--- config.mk ---
export PLATFORM = sky130hd
export DESIGN_NAME = hss_mul
export DESIGN_NICKNAME = d
export VERILOG_FILES = /design/src/sv/hss_pkg.sv /design/src/sv/hss_mul.sv
export SDC_FILE = /design/constraint.sdc
export NUM_CORES = 1
export LEC_CHECK = 0
export ABC_AREA = 1
export CAP_MARGIN = 20
export CORE_ASPECT_RATIO = 1.2
export CORE_MARGIN = 3
export CORE_UTILIZATION = 35
export DETAILED_ROUTE_END_ITERATION = 8
export DONT_BUFFER_PORTS = 1
export SETUP_SLACK_MARGIN = 0.4
export SYNTH_ARGS = -nofsm -noshare
export SYNTH_HDL_FRONTEND = slang
export SYNTH_SLANG_ARGS = --single-unit
--- constraint.sdc ---
create_clock -name clk -period 11.05 [get_ports clk]
set_clock_uncertainty 0.2 [all_clocks]
set_input_delay 1.105 -clock clk [delete_from_list [all_inputs] [get_ports clk]]
set_output_delay 1.105 -clock clk [all_outputs]
set_load 0.02 [all_outputs]
--- src/sv/hss_pkg.sv ---
// Shared constants, codes and helpers for the hyperbox split selector.
package hss_pkg;

  localparam int MAX_POINTS = 1024;
  localparam int DIMS       = 8;
  localparam int CW         = 32;
  localparam int IDX_W      = $clog2(MAX_POINTS);
  localparam int CNT_W      = IDX_W + 1;
  localparam int ROW_W      = DIMS * CW;
  localparam int DIM_W      = 3;
  localparam int NUM_W      = CW + 2;
  localparam int DEN_W      = CW + 1;
  localparam int PROD_W     = NUM_W + DEN_W;

  localparam logic [1:0] FUNC_MIN   = 2'd0;
  localparam logic [1:0] FUNC_MAX   = 2'd1;
  localparam logic [1:0] FUNC_POINT = 2'd2;

  localparam logic [1:0] ST_MEDIAN = 2'd0;
  localparam logic [1:0] ST_COUNT  = 2'd1;
  localparam logic [1:0] ST_FEW    = 2'd2;
  localparam logic [1:0] ST_NONE   = 2'd3;

  // Pick one dimension's word out of a stored coordinate row.
  function automatic logic signed [CW-1:0] lane(input logic [ROW_W-1:0] row,
                                                input logic [DIM_W-1:0] d);
    lane = row[d*CW +: CW];
  endfunction

endpackage

--- src/sv/hss_mul.sv ---
// Shift-add multiplier shared by the median metric comparison.
module hss_mul (
  input  logic                              clk,
  input  logic                              rst_n,
  input  logic                              start,
  input  logic [hss_pkg::NUM_W-1:0]         a,
  input  logic [hss_pkg::DEN_W-1:0]         b,
  output logic                              done,
  output logic [hss_pkg::PROD_W-1:0]        prod
);

  logic [hss_pkg::PROD_W-1:0] mc_r;
  logic [hss_pkg::PROD_W-1:0] acc_r;
  logic [hss_pkg::DEN_W-1:0]  mp_r;
  logic [5:0]                 k_r;
  logic                       busy_r;
  logic                       done_r;

  always_ff @(posedge clk) begin
    if (!rst_n) begin
      busy_r <= 1'b0;
      done_r <= 1'b0;
      k_r    <= '0;
    end else begin
      done_r <= 1'b0;
      if (start) begin
        mc_r   <= {{(hss_pkg::PROD_W-hss_pkg::NUM_W){1'b0}}, a};
        mp_r   <= b;
        acc_r  <= '0;
        k_r    <= 6'(hss_pkg::DEN_W);
        busy_r <= 1'b1;
      end else if (busy_r) begin
        // add the shifted multiplicand for each set multiplier bit
        if (mp_r[0]) acc_r <= acc_r + mc_r;
        mc_r <= mc_r << 1;
        mp_r <= mp_r >> 1;
        k_r  <= k_r - 6'd1;
        if (k_r == 6'd1) begin
          busy_r <= 1'b0;
          done_r <= 1'b1;
        end
      end
    end
  end

  assign done = done_r;
  assign prod = acc_r;

endmodule

Yosys cells after proc, flatten, opt, wreduce, memory -nomap -nowiden
Index checks and enable logic that the tools add are counted.
W data, S select, Z words.
{ "totals": {"ram_bits": 0, "mem_count": 0, "out_inout_bits": 68, "reg_bits": 175, "latchBits": 0, "mem_bits_ro": 0} }
{ "op_classes": {"shift": 0, "reduce_logical": 6, "muxes": 12, "div_mod_pow": 0, "n_eq_ne": 1, "addsub": 2, "magnitude_cmp": 0, "multipliers": 0, "n_bitwise": 2} }
{ "op_table": {"columns": ["cell", "count"], "rows": [
  ["$mux W67", 3],
  ["$add A67 B67 Y67", 1],
  ["$mux W33", 2],
  ["$mux W34", 1],
  ["$mux W6", 2],
  ["$eq A6 B1 Y1 const B", 1],
  ["$sub A6 B1 Y6 const B", 1],
  ["$mux W1", 4],
  ["$reduce_bool A2 Y1", 2],
  ["$reduce_and A3 Y1", 1],
  ["$reduce_or A3 Y1", 1],
  ["$not A1 Y1", 2],
  ["$reduce_and A2 Y1", 1],
  ["$reduce_or A2 Y1", 1]
]} }

Depth between registers and ports, before layout
Gate-level depths: netlist of run 1.
{ "depth": {"depth_word": 4, "depth_mapped": 17} }

Worst setup path before layout of run 1
No wires, ideal clock.
{ "synth_timing": {"path_type": "input to register", "start": "input start", "end": "register acc_r (netlist bit prod[0]) (enable)", "path_buffers": 1, "required_ns": 10.358, "slack_ns": 0.777, "cell_stages": 5, "t_arrival_ns": 9.581, "path_cell_list": "inv_1 clkbuf_1 a21oi_1 inv_1 nor2_1"} }
{ "synth_via": {"elab_chain_len": 2, "word_cells_on_any_way": 3, "cone_classes": "3 x reduce/logical"} }
{ "synth_lines": {"columns": ["element", "line", "rtl"], "rows": [
  ["start: declaration", "hss_mul.sv:5", "input logic start,"],
  ["$reduce_bool A2 Y1 (no line)", null, null],
  ["$reduce_and A3 Y1 (no line) (*)", null, null],
  ["end signal: assignment", "hss_mul.sv:34", "if (mp_r[0]) acc_r <= acc_r + mc_r;"],
  ["end: declaration", "hss_mul.sv:13", "logic [hss_pkg::PROD_W-1:0] acc_r;"]
]} }
Mark *: on every way between the ends. The rest lies on a longest branch, timed or not.
A chain may end at the register's enable or synchronous reset.

Worst setup path after layout of run 1
{ "layout_timing": {"start": "input start", "end": "register acc_r (netlist bit prod[53]) (enable)"} }
Same word-level chain as after synthesis.

==> impl_metrics.tcl, run 1 <==
set metrics [dict create \
    status "finished, final reports clean" \
    initial_core_util_pct 35.9 \
    crit_fanout 110 \
    clkPwrFrac_pct 31.6 \
    cp.arrival_ns 3.94 \
    dieArea_um2 37500 \
    yosysWarnings 0 \
    num-fill-cells 3708 \
    ys_ff_latch 175 \
    vias_per_cell 4.88 \
    synth_fp_nets 1879 \
    cts_setup_buffers 0 \
    numCtsBuffers 17 \
    row_count 74 \
    finalMaxSlewViolations 0 \
    ctsResizeCount 0 \
    grt_usage_pct 20.8 \
    drive_gt1_share_pct 5.21 \
    drv_cap 0 \
    vdd_drop_max_mv 0.114 \
    critical_path.endpoint_type "register" \
    mostFrequentLayoutCells "nand2_1, inv_1, nor2_1, edfxtp_1, a21oi_1" \
    cts.clk_slew.worst_paths_ns 0.07 \
    crit_path_max_incr_delay_ns 1.10 \
    r2r-start "busy_r$_SDFF_PN0_" \
    tns_ns 0 \
    cts_buffer_depth 2 \
    timing.rr.end "prod[53]$_SDFFCE_PP0P_" \
    dpl_worst_slack_ns 6.40 \
    path_cells "clkinv_2 > a21oi_4 > inv_1 > nor2_4 > buf_4" \
    rrSetupSlack_ns 7.84 \
    worstHoldStart "mp_r[19]$_DFFE_PP_" \
    grt_pass1_wl_mm 59.2 \
    syn_area_per_cell_um2 7.09 \
    cpMaxStageDelayCell "a21oi_4" \
    netlist_area_um2 12300 \
    ant_nets 0 \
    slew_headroom_pct 28.4 \
    drc 0 \
    finalWirelength_mm 38.4 \
    cts_root_buf "clkbuf_16" \
    netlist_instances 1740 \
    cp_num_buf_inv 3 \
    die_w_um 177 \
    clock.fmax_mhz 246 \
    ys_types 37 \
    powerDensity_nw_per_um2 142 \
    hold_viol_final 0 \
    required_ns 10.94 \
    switching_share_pct 35.7 \
    coreArea_um2 34400 \
    start_kind "primary input" \
    clkLatencyLatePin_ns 0.48 \
    critical_path.top_delay_family "buffers and inverters" \
    insertedDiodeCount 0 \
    cts_sinks 175 \
    ioPinCount 138 \
    area_growth_pct 8.70 \
    grt_max_degree 111 \
    port_buffers 0 \
    sequentialPowerShare_pct 44.4 \
    fin_ws_ns 6.99 \
    grt_setup_unrepaired "false" \
    gp_congestion 0.938 \
    drtIter0Drc 703 \
    vias 10756 \
    whs_path_depth 2 \
    hp-class "reg -> reg" \
    power_leakage_uw 0.00634 \
    layout.nets 1874 \
    p_int_uw 1230 \
    fin_util_pct 39.0 \
    tritoncts "built" \
    yosysSeqAreaShare_pct 42.0 \
    min_to "mp_r[18]$_DFFE_PP_" \
    power_frac_comb_pct 24.0 \
    worstMarginPinSlew_ns 1.07 \
    ctsHoldBuffers 0 \
    die_y_um 212 \
    setup_violations 0 \
    grt_pass1_vias 10491 \
    dr.pass1.iters 6 \
    wl_per_cell_um 17.4 \
    htree_num_levels 4 \
    antenna_found_initial 0 \
    rr_worst_depth 5 \
    finalCritPeriodShare_pct 36.7 \
    finalCriticalPeriod_ns 4.06 \
    overflow 0 \
    crit_type "in -> reg" \
    dp_hpwl_mm 30.6 \
    switchingPower_uw 680 \
    mostFrequentLayoutCell "nand2_1" \
]
[layer usage]
layer  GRT usage (%)  wire length [um]
met3            3.88              1720
met2            37.4             19600
met4            7.42               935
met1            24.6             16100
met5               0                 0
[cells in the mapped netlist]
cell type	n	area share, %
nor3_2	1	0.081
nand3_1	49	2.0
nand4_1	8	0.41
o21bai_1	12	0.73
xnor2_1	1	0.071
o21ai_1	2	0.081
a21oi_2	3	0.21
nand3_2	3	0.24
nor4_2	1	0.10
buf_2	3	0.12
nand3b_1	3	0.18
nor2_2	7	0.36
nand2_1	606	18
and2_1	3	0.15
nor4b_1	1	0.071
o21a_1	3	0.18
fa_1	1	0.16
inv_2	3	0.091
edfxtp_1	167	41
nor2_1	205	6.2
buf_1	4	0.12
or2_4	2	0.14
nand2_2	31	1.6
and2_0	1	0.051
xor2_1	3	0.21
clkbuf_1	19	0.58
dfxtp_1	8	1.3
nor2_4	1	0.091
buf_6	1	0.091
inv_1	283	8.6
and2_4	1	0.071
ha_1	68	6.9
nor3_1	21	0.85
nand2_4	1	0.091
a31oi_1	1	0.051
a21oi_1	136	5.5
o21ai_0	77	3.1
[flip-flops by register name (all words and copies together), names as in the netlist]
signal and flops:
k_r 6, mp_r 33, prod 67, busy_r 1, done 1, mc_r 67
[tightest hold or removal path, stage by stage (launching register included)]
cell and delay (ns):
edfxtp_1 0.32, nand2_1 0.05, nand2_1 0.04
[worst max-delay path by stage]
| stage | from | endpoint | slack, ns | cells past startpoint |
|---|---|---|---|---|
| finish | start | prod[53]$_SDFFCE_PP0P_ | 6.99 | 5 |
| global route | start | prod[51]$_SDFFCE_PP0P_ | 6.69 | 5 |
| CTS | start | prod[57]$_SDFFCE_PP0P_ | 6.90 | 5 |
| detailed placement | start | prod[57]$_SDFFCE_PP0P_ | 6.40 | 5 |
| global placement | start | prod[27]$_SDFFCE_PP0P_ | 6.42 | 5 |
| floorplan | start | prod[0]$_SDFFCE_PP0P_ | 0.78 | 5 |
[power by group through the flow]
| stage | logic (uW) | registers (uW) | clock network [uW] |
|---|---|---|---|
| final | 457 | 846 | 603 |
| after global routing | 517 | 852 | 645 |
| after CTS | 459 | 849 | 621 |
| after detailed placement | 457 | 863 | 0 |
| after global placement | 452 | 862 | 0 |
| after floorplan | 327 | 852 | 0 |
[kinds of logic (layout without fill, tap and decap cells)]
| kind of cell | after synthesis | count (layout) | share of synthesized area, % |
|---|---|---|---|
| xor+xnor | 4 | 4 | 0.284 |
| buf+inv | 313 | 321 | 9.62 |
| fa+ha+maj | 69 | 69 | 7.06 |
| compound gates | 234 | 234 | 9.91 |
| flops | 175 | 175 | 42.0 |
| simple gates | 945 | 945 | 31.1 |
[area by class of cell]
cell class | instances | area (um2) | area share, %
clock buffers | 17 | 425 | 3.17
repair buffers | 3 | 22.5 | 0.168
inverters | 286 | 1070 | 8.02
clock inverters | 15 | 146 | 1.09
flip-flops and latches | 175 | 5170 | 38.6
well taps | 456 | 571 | 4.26
multi-input cells | 1252 | 5990 | 44.7
[stage by stage]
stage,std cells,hold slack (ns),total power (uW),cell area [um2]
3_5_place_dp,2172,0.301,1320,12800
6_report,2204,0.317,1910,13400
3_3_place_gp,2172,0.292,1310,12800
4_1_cts,2204,0.321,1930,13400
5_1_grt,2204,0.344,2010,13400
2_1_floorplan,1740,0.287,1180,12300
(Power assumes the default switching activity.)
==> run 2, diff against run 1 <==
--- a/config.mk
+++ b/config.mk
@@ -5,7 +5,7 @@
 export SDC_FILE = /design/constraint.sdc
 export NUM_CORES = 1
 export LEC_CHECK = 0
-export ABC_AREA = 1
+export ABC_AREA = 0
 export CAP_MARGIN = 20
 export CORE_ASPECT_RATIO = 1.2
 export CORE_MARGIN = 3
==> constraint.sdc (replaced) <==
create_clock -name clk -period 3.7 [get_ports clk]
set_clock_uncertainty 0.2 [all_clocks]
set_input_delay 0.37 -clock clk [delete_from_list [all_inputs] [get_ports clk]]
set_output_delay 0.37 -clock clk [all_outputs]
set_load 0.02 [all_outputs]
==> run 2 against run 1 <==
Against the previous run:
- hold slack lost 0.29 ns
- critical path depth grew 8
- sequential cell count is the same
- sequential share of layout area shrank 1.6 points
- worst setup slack lost 6.6 ns
- register-to-register slack lost 7.4 ns
- synthesized cell count shrank 42%
- clock power grew to 3.0 times the previous value
- wire length shrank 24%
- first-iteration DRC count shrank 36%
- global-route usage shrank 3.7 points
- final cell count shrank 28%
- critical path type is now reg -> reg
- largest power group unchanged
- highest routed layer unchanged
==> impl_metrics.tcl, run 2 <==
set metrics [dict create \
    crit_path_max_incr_delay_ns 0.47 \
    cpMaxStageDelayCell "o41a_1" \
    ys_types 67 \
    critical_path.top_delay_family "compound AO/OA/AOI/OAI gates" \
    htree_num_levels 4 \
    clkLatencyLatePin_ns 0.44 \
    tritoncts "built" \
    mostFrequentLayoutCells "edfxtp_1, dlygate4sd3_1, nor2_1, buf_4, a21oi_1" \
    async_flop_share_pct 0 \
    coreArea_um2 30000 \
    area_growth_pct 30.4 \
    crit_type "reg -> reg" \
    worstHoldStart "start" \
    cts.clk_slew.worst_paths_ns 0.07 \
    port_buffers 0 \
    start_kind "register" \
    worstMarginPinSlew_ns 0.770 \
    wl_per_cell_um 18.4 \
    synthTopCellsByArea "edfxtp_1, ha_1, mux2_2" \
    row_count 69 \
    hp-class "in -> reg" \
    tns_ns 0 \
    synth_most_common_cell "edfxtp_1" \
    yosys.area.top_type "edfxtp_1" \
    dr.pass1.iters 7 \
    r2r-start "mc_r[0]$_SDFFCE_PN0P_" \
    slew_headroom_pct 48.5 \
    ant_nets 0 \
    finalCritPeriodShare_pct 88.8 \
    numCtsBuffers 17 \
    cp_num_buf_inv 2 \
    layout.nets 1312 \
    powerDensity_nw_per_um2 429 \
    grt_setup_unrepaired "true" \
    antenna_found_initial 1 \
    drtIter0Drc 450 \
    hold_viol_final 0 \
    die_y_um 198 \
    drv_cap 0 \
    syn_area_per_cell_um2 10.7 \
    required_ns 3.67 \
    yosysWarnings 0 \
    drive_gt1_share_pct 23.5 \
    synth_top_area_share_pct 46.7 \
    vdd_drop_max_mv 0.289 \
    cp.arrival_ns 3.25 \
    crit_fanout 4 \
    finalWirelength_mm 29.0 \
    grt_usage_pct 17.1 \
    cts_root_buf "clkbuf_16" \
    grt_pass1_wl_mm 45.3 \
    dieArea_um2 32800 \
    power_leakage_uw 0.00520 \
    dp_hpwl_mm 19.4 \
    synth_fp_nets 1144 \
    finalMaxSlewViolations 0 \
    vias_per_cell 5.35 \
    die_w_um 166 \
    mostFrequentLayoutCell "edfxtp_1" \
    gp_congestion 0.883 \
    cts_sinks 175 \
    netlist_area_um2 10700 \
    setup_violations 0 \
    yosysSeqAreaShare_pct 48.2 \
    clock.fmax_mhz 304 \
    initial_core_util_pct 35.8 \
    finalCriticalPeriod_ns 3.29 \
    synth-edff-count 167 \
    path_cells "ha_2 > inv_1 > fa_2 > nor2b_4 > o31a_1 > o21ai_4 > a211oi_2 > a211oi_1 > buf_4 > o41a_1 > o211ai_2 > xnor2_1 > nor2_1" \
    overflow 0 \
    cts_buffer_depth 2 \
    cp-startpoint "mc_r[0]$_SDFFCE_PN0P_" \
    grt_max_degree 118 \
    grt_pass1_vias 8361 \
    status "finished, final reports clean" \
    critical_path.endpoint_type "register" \
    netlist_instances 1005 \
    drc 0 \
    synthFlopType "edfxtp_1" \
    fin_util_pct 46.7 \
    vias 8436 \
    ioPinCount 138 \
    ys_ff_latch 175 \
    synth_commonest_cells "edfxtp_1, nor2_1, a21oi_1" \
]
## run 2: routing by layer
layer / GRT usage, % / vias to the layer above / routed length, um
li1: - / 4090 / -
met1: 21.5 / 4099 / 12600
met2: 29.7 / 209 / 14500
met3: 3.41 / 38 / 1240
met4: 5.52 / 0 / 635
met5: 0 / - / 0
## run 2: path summary, 6_finish.rpt
| check | endpoint | slack [ns] | cells past startpoint |
|---|---|---|---|
| min reg2reg | k_r[1]$_SDFFE_PP0P_ | 0.32 | 2 |
| max reg2reg | prod[40]$_SDFFCE_PP0P_ | 0.41 | 13 |
| max | prod[40]$_SDFFCE_PP0P_ | 0.41 | 13 |
| min | mc_r[27]$_DFFE_PP_ | 0.03 | 1 |
## run 2: area by class of cell
cell class | count | area [um2]
timing repair buffer | 197 | 1790
antenna | 1 | 2.50
clock inverter | 11 | 87.6
tap | 390 | 488
clock buffer | 21 | 503
fill | 2725 | 16000
multi-input combinational | 759 | 5860
sequential | 175 | 5170
inverter | 23 | 90.1
## run 2: per-stage QoR
step / setup WS [ns] / hold WS [ns] / cell area, um2 / power, uW / cells
2_1_floorplan: 0.404 / 0.269 / 10800 / 3530 / 1005
3_3_place_gp: 0.185 / 0.284 / 11500 / 3860 / 1401
3_5_place_dp: 0.126 / 0.314 / 11500 / 3870 / 1401
4_1_cts: 0.383 / 0.000888 / 13400 / 5910 / 1550
5_1_grt: 0.293 / 0.0108 / 14000 / 6300 / 1577
6_report: 0.414 / 0.0299 / 14000 / 6000 / 1577
## run 2: repair_timing
action	4_1_cts	5_1_grt
resized for setup	33	71
setup buffers	7	26
hold buffers	110	0
endpoints found under the setup margin	17	31
hold endpoints to repair	166	0
pin swaps	11	20
## run 2: cells by family after synthesis
kind of cell | Yosys count | synth area share [%]
AND/OR/NAND/NOR | 327 | 15.1
AO/OA/AOI/OAI | 241 | 14.5
flip-flops | 175 | 48.2
buffers and inverters | 71 | 2.55
adder cells (fa/ha/maj) | 69 | 8.12
multiplexers | 67 | 7.03
XOR/XNOR | 55 | 4.49
## run 2: report_power, final
group | internal [uW] | switching [uW] | total, uW | leakage, uW
Combinational | 769 | 888 | 1660 | 0.00323
Sequential | 2380 | 141 | 2520 | 0.00167
Clock | 993 | 837 | 1830 | 0.000298
==> run 3, diff against run 2 <==
--- a/config.mk
+++ b/config.mk
@@ -7,11 +7,14 @@
 export LEC_CHECK = 0
 export ABC_AREA = 0
 export CAP_MARGIN = 20
+export CELL_PAD_IN_SITES_DETAIL_PLACEMENT = 1
+export CELL_PAD_IN_SITES_GLOBAL_PLACEMENT = 2
 export CORE_ASPECT_RATIO = 1.2
 export CORE_MARGIN = 3
 export CORE_UTILIZATION = 35
 export DETAILED_ROUTE_END_ITERATION = 8
 export DONT_BUFFER_PORTS = 1
+export PLACE_DENSITY_LB_ADDON = 0.1
 export SETUP_SLACK_MARGIN = 0.4
 export SYNTH_ARGS = -nofsm -noshare
 export SYNTH_HDL_FRONTEND = slang
==> run 3 against run 2 <==
Against the previous run:
- final cell count grew 6.3%
- fmax grew 0.41%
- die area is the same
- register-to-register slack is essentially flat
- utilization grew 3.4 points
- wire length grew 19%
- hold slack gained 0.021 ns
- clock power grew 7%
- combinational power grew 12%
- count of clock-buffer cells in the layout shrank 4
- final area grew 7.3%
- sequential cell count is the same
- highest routed layer is now met5
==> impl_metrics.tcl, run 3 (same netlist as run 2, synthesis figures left out) <==
set metrics [dict create \
    drv_cap 0 \
    critical_path.endpoint_type "register" \
    insertedDiodeCount 0 \
    grt_pass1_vias 9552 \
    cts_sinks 175 \
    grt_pass1_wl_mm 53.6 \
    die_w_um 166 \
    gp_congestion 0.790 \
    crit_type "reg -> reg" \
    area_growth_pct 39.9 \
    mostFrequentLayoutCells "dlygate4sd3_1, edfxtp_1, buf_4, nor2_1, a21oi_1" \
    tritoncts "built" \
    grt_usage_pct 20.4 \
    finalMaxSlewViolations 0 \
    powerDensity_nw_per_um2 421 \
    switchingPower_uw 2120 \
    drtIter0Drc 335 \
    antenna_found_initial 1 \
    required_ns 3.69 \
    power_leakage_uw 0.00572 \
    hold_viol_final 0 \
    dieArea_um2 32800 \
    switching_share_pct 33.5 \
    dr.pass1.iters 5 \
    p_int_uw 4200 \
    worstMarginPinSlew_ns 0.722 \
    hold_slack_ns 0.0511 \
    row_count 69 \
    finalCriticalPeriod_ns 3.27 \
    ioPinCount 138 \
    vdd_drop_max_mv 0.273 \
    htree_num_levels 4 \
    vias_per_cell 5.26 \
    power_frac_comb_pct 29.5 \
    sequentialPowerShare_pct 39.7 \
    ant_nets 0 \
    grt_setup_unrepaired "true" \
    cts_root_buf "clkbuf_16" \
    port_buffers 0 \
    hp-class "in -> reg" \
    mostFrequentLayoutCell "dlygate4sd3_1" \
    instances_no_fill 1676 \
    vias 8818 \
    dp_cells 1432 \
    finalCritPeriodShare_pct 88.5 \
    dpl_worst_slack_ns 0.0662 \
    dp_hpwl_mm 21.9 \
    cts_buffer_depth 2 \
    clock.fmax_mhz 306 \
    overflow 0 \
    place_area_um2 11700 \
    die_y_um 198 \
    cp.arrival_ns 3.27 \
    clkPwrFrac_pct 30.8 \
    tns_ns 0 \
    fin_ws_ns 0.427 \
    wl_per_cell_um 20.6 \
    final_cell_area_um2 15000 \
    clkLatencyLatePin_ns 0.46 \
    finalWirelength_mm 34.6 \
    layout.nets 1412 \
    slew_headroom_pct 51.8 \
    drive_gt1_share_pct 23.8 \
    grt_max_degree 175 \
    crit_fanout 6 \
    coreArea_um2 30000 \
    start_kind "register" \
    status "finished, final reports clean" \
    initial_core_util_pct 35.8 \
    setup_violations 0 \
    drc 0 \
    numCtsBuffers 17 \
    cts.clk_slew.worst_paths_ns 0.09 \
]
run 3: layer usage:
layer	global-route usage [%]	vias to the layer above	part of all wire [%]	wire (um)
met3	3.93	35	3.3	1160
met4	4.93	2	1.7	591
met1	25.1	4349	43	14900
li1	-	4293	-	-
met5	0	-	0.020	7
met2	37.1	139	52	17900
run 3: worst max-delay path: stages, from the launching register on:
cell and delay [ns]:
edfxtp_1 0.44, ha_4 0.31, buf_6 0.11, nand4_1 0.17, or4_4 0.56, a211oi_2 0.22, a211oi_2 0.05, buf_4 0.17
o41a_1 0.41, buf_4 0.18, xor2_1 0.13, nor2_1 0.06
run 3: stage by stage:
step / power [uW] / util, %
6_report: 6320 / 50.1
4_1_cts: 6180 / 48.1
5_1_grt: 6630 / 50.1
3_3_place_gp: 3970 / 39.1
2_1_floorplan: 3530 / -
3_5_place_dp: 3970 / 39.1
run 3: final timing paths:
path	start	endpoint	slack [ns]	depth (start not counted)
max	prod[14]$_SDFFCE_PP0P_	prod[36]$_SDFFCE_PP0P_	0.43	11
min	start	prod[56]$_SDFFCE_PP0P_	0.05	2
max reg2reg	prod[14]$_SDFFCE_PP0P_	prod[36]$_SDFFCE_PP0P_	0.43	11
min reg2reg	k_r[1]$_SDFFE_PP0P_	k_r[1]$_SDFFE_PP0P_	0.31	2
run 3: timing repair:
action,CTS,global route
hold buffers,186,1
gates resized for setup,26,88
pin swaps,11,31
buffers inserted,9,16
cloned,0,0
endpoints found under the setup margin,20,39
endpoints found under the hold margin,165,40
run 3: cell type report:
| type | count | area, um2 |
|---|---|---|
| Fill cell | 3150 | 14900 |
| Multi-Input combinational cell | 759 | 5880 |
| Sequential cell | 175 | 5170 |
| Timing Repair Buffer | 297 | 2760 |
| Tap cell | 390 | 488 |
| Clock buffer | 17 | 425 |
| Clock inverter | 15 | 200 |
| Inverter | 23 | 90.1 |
run 3: power groups by stage:
stage	clock, uW	combinational (uW)	sequential [uW]
finish	1950	1860	2510
global route	2060	2050	2520
CTS	1980	1710	2500
detailed placement	0	1440	2540
global placement	0	1430	2530
floorplan	0	971	2560
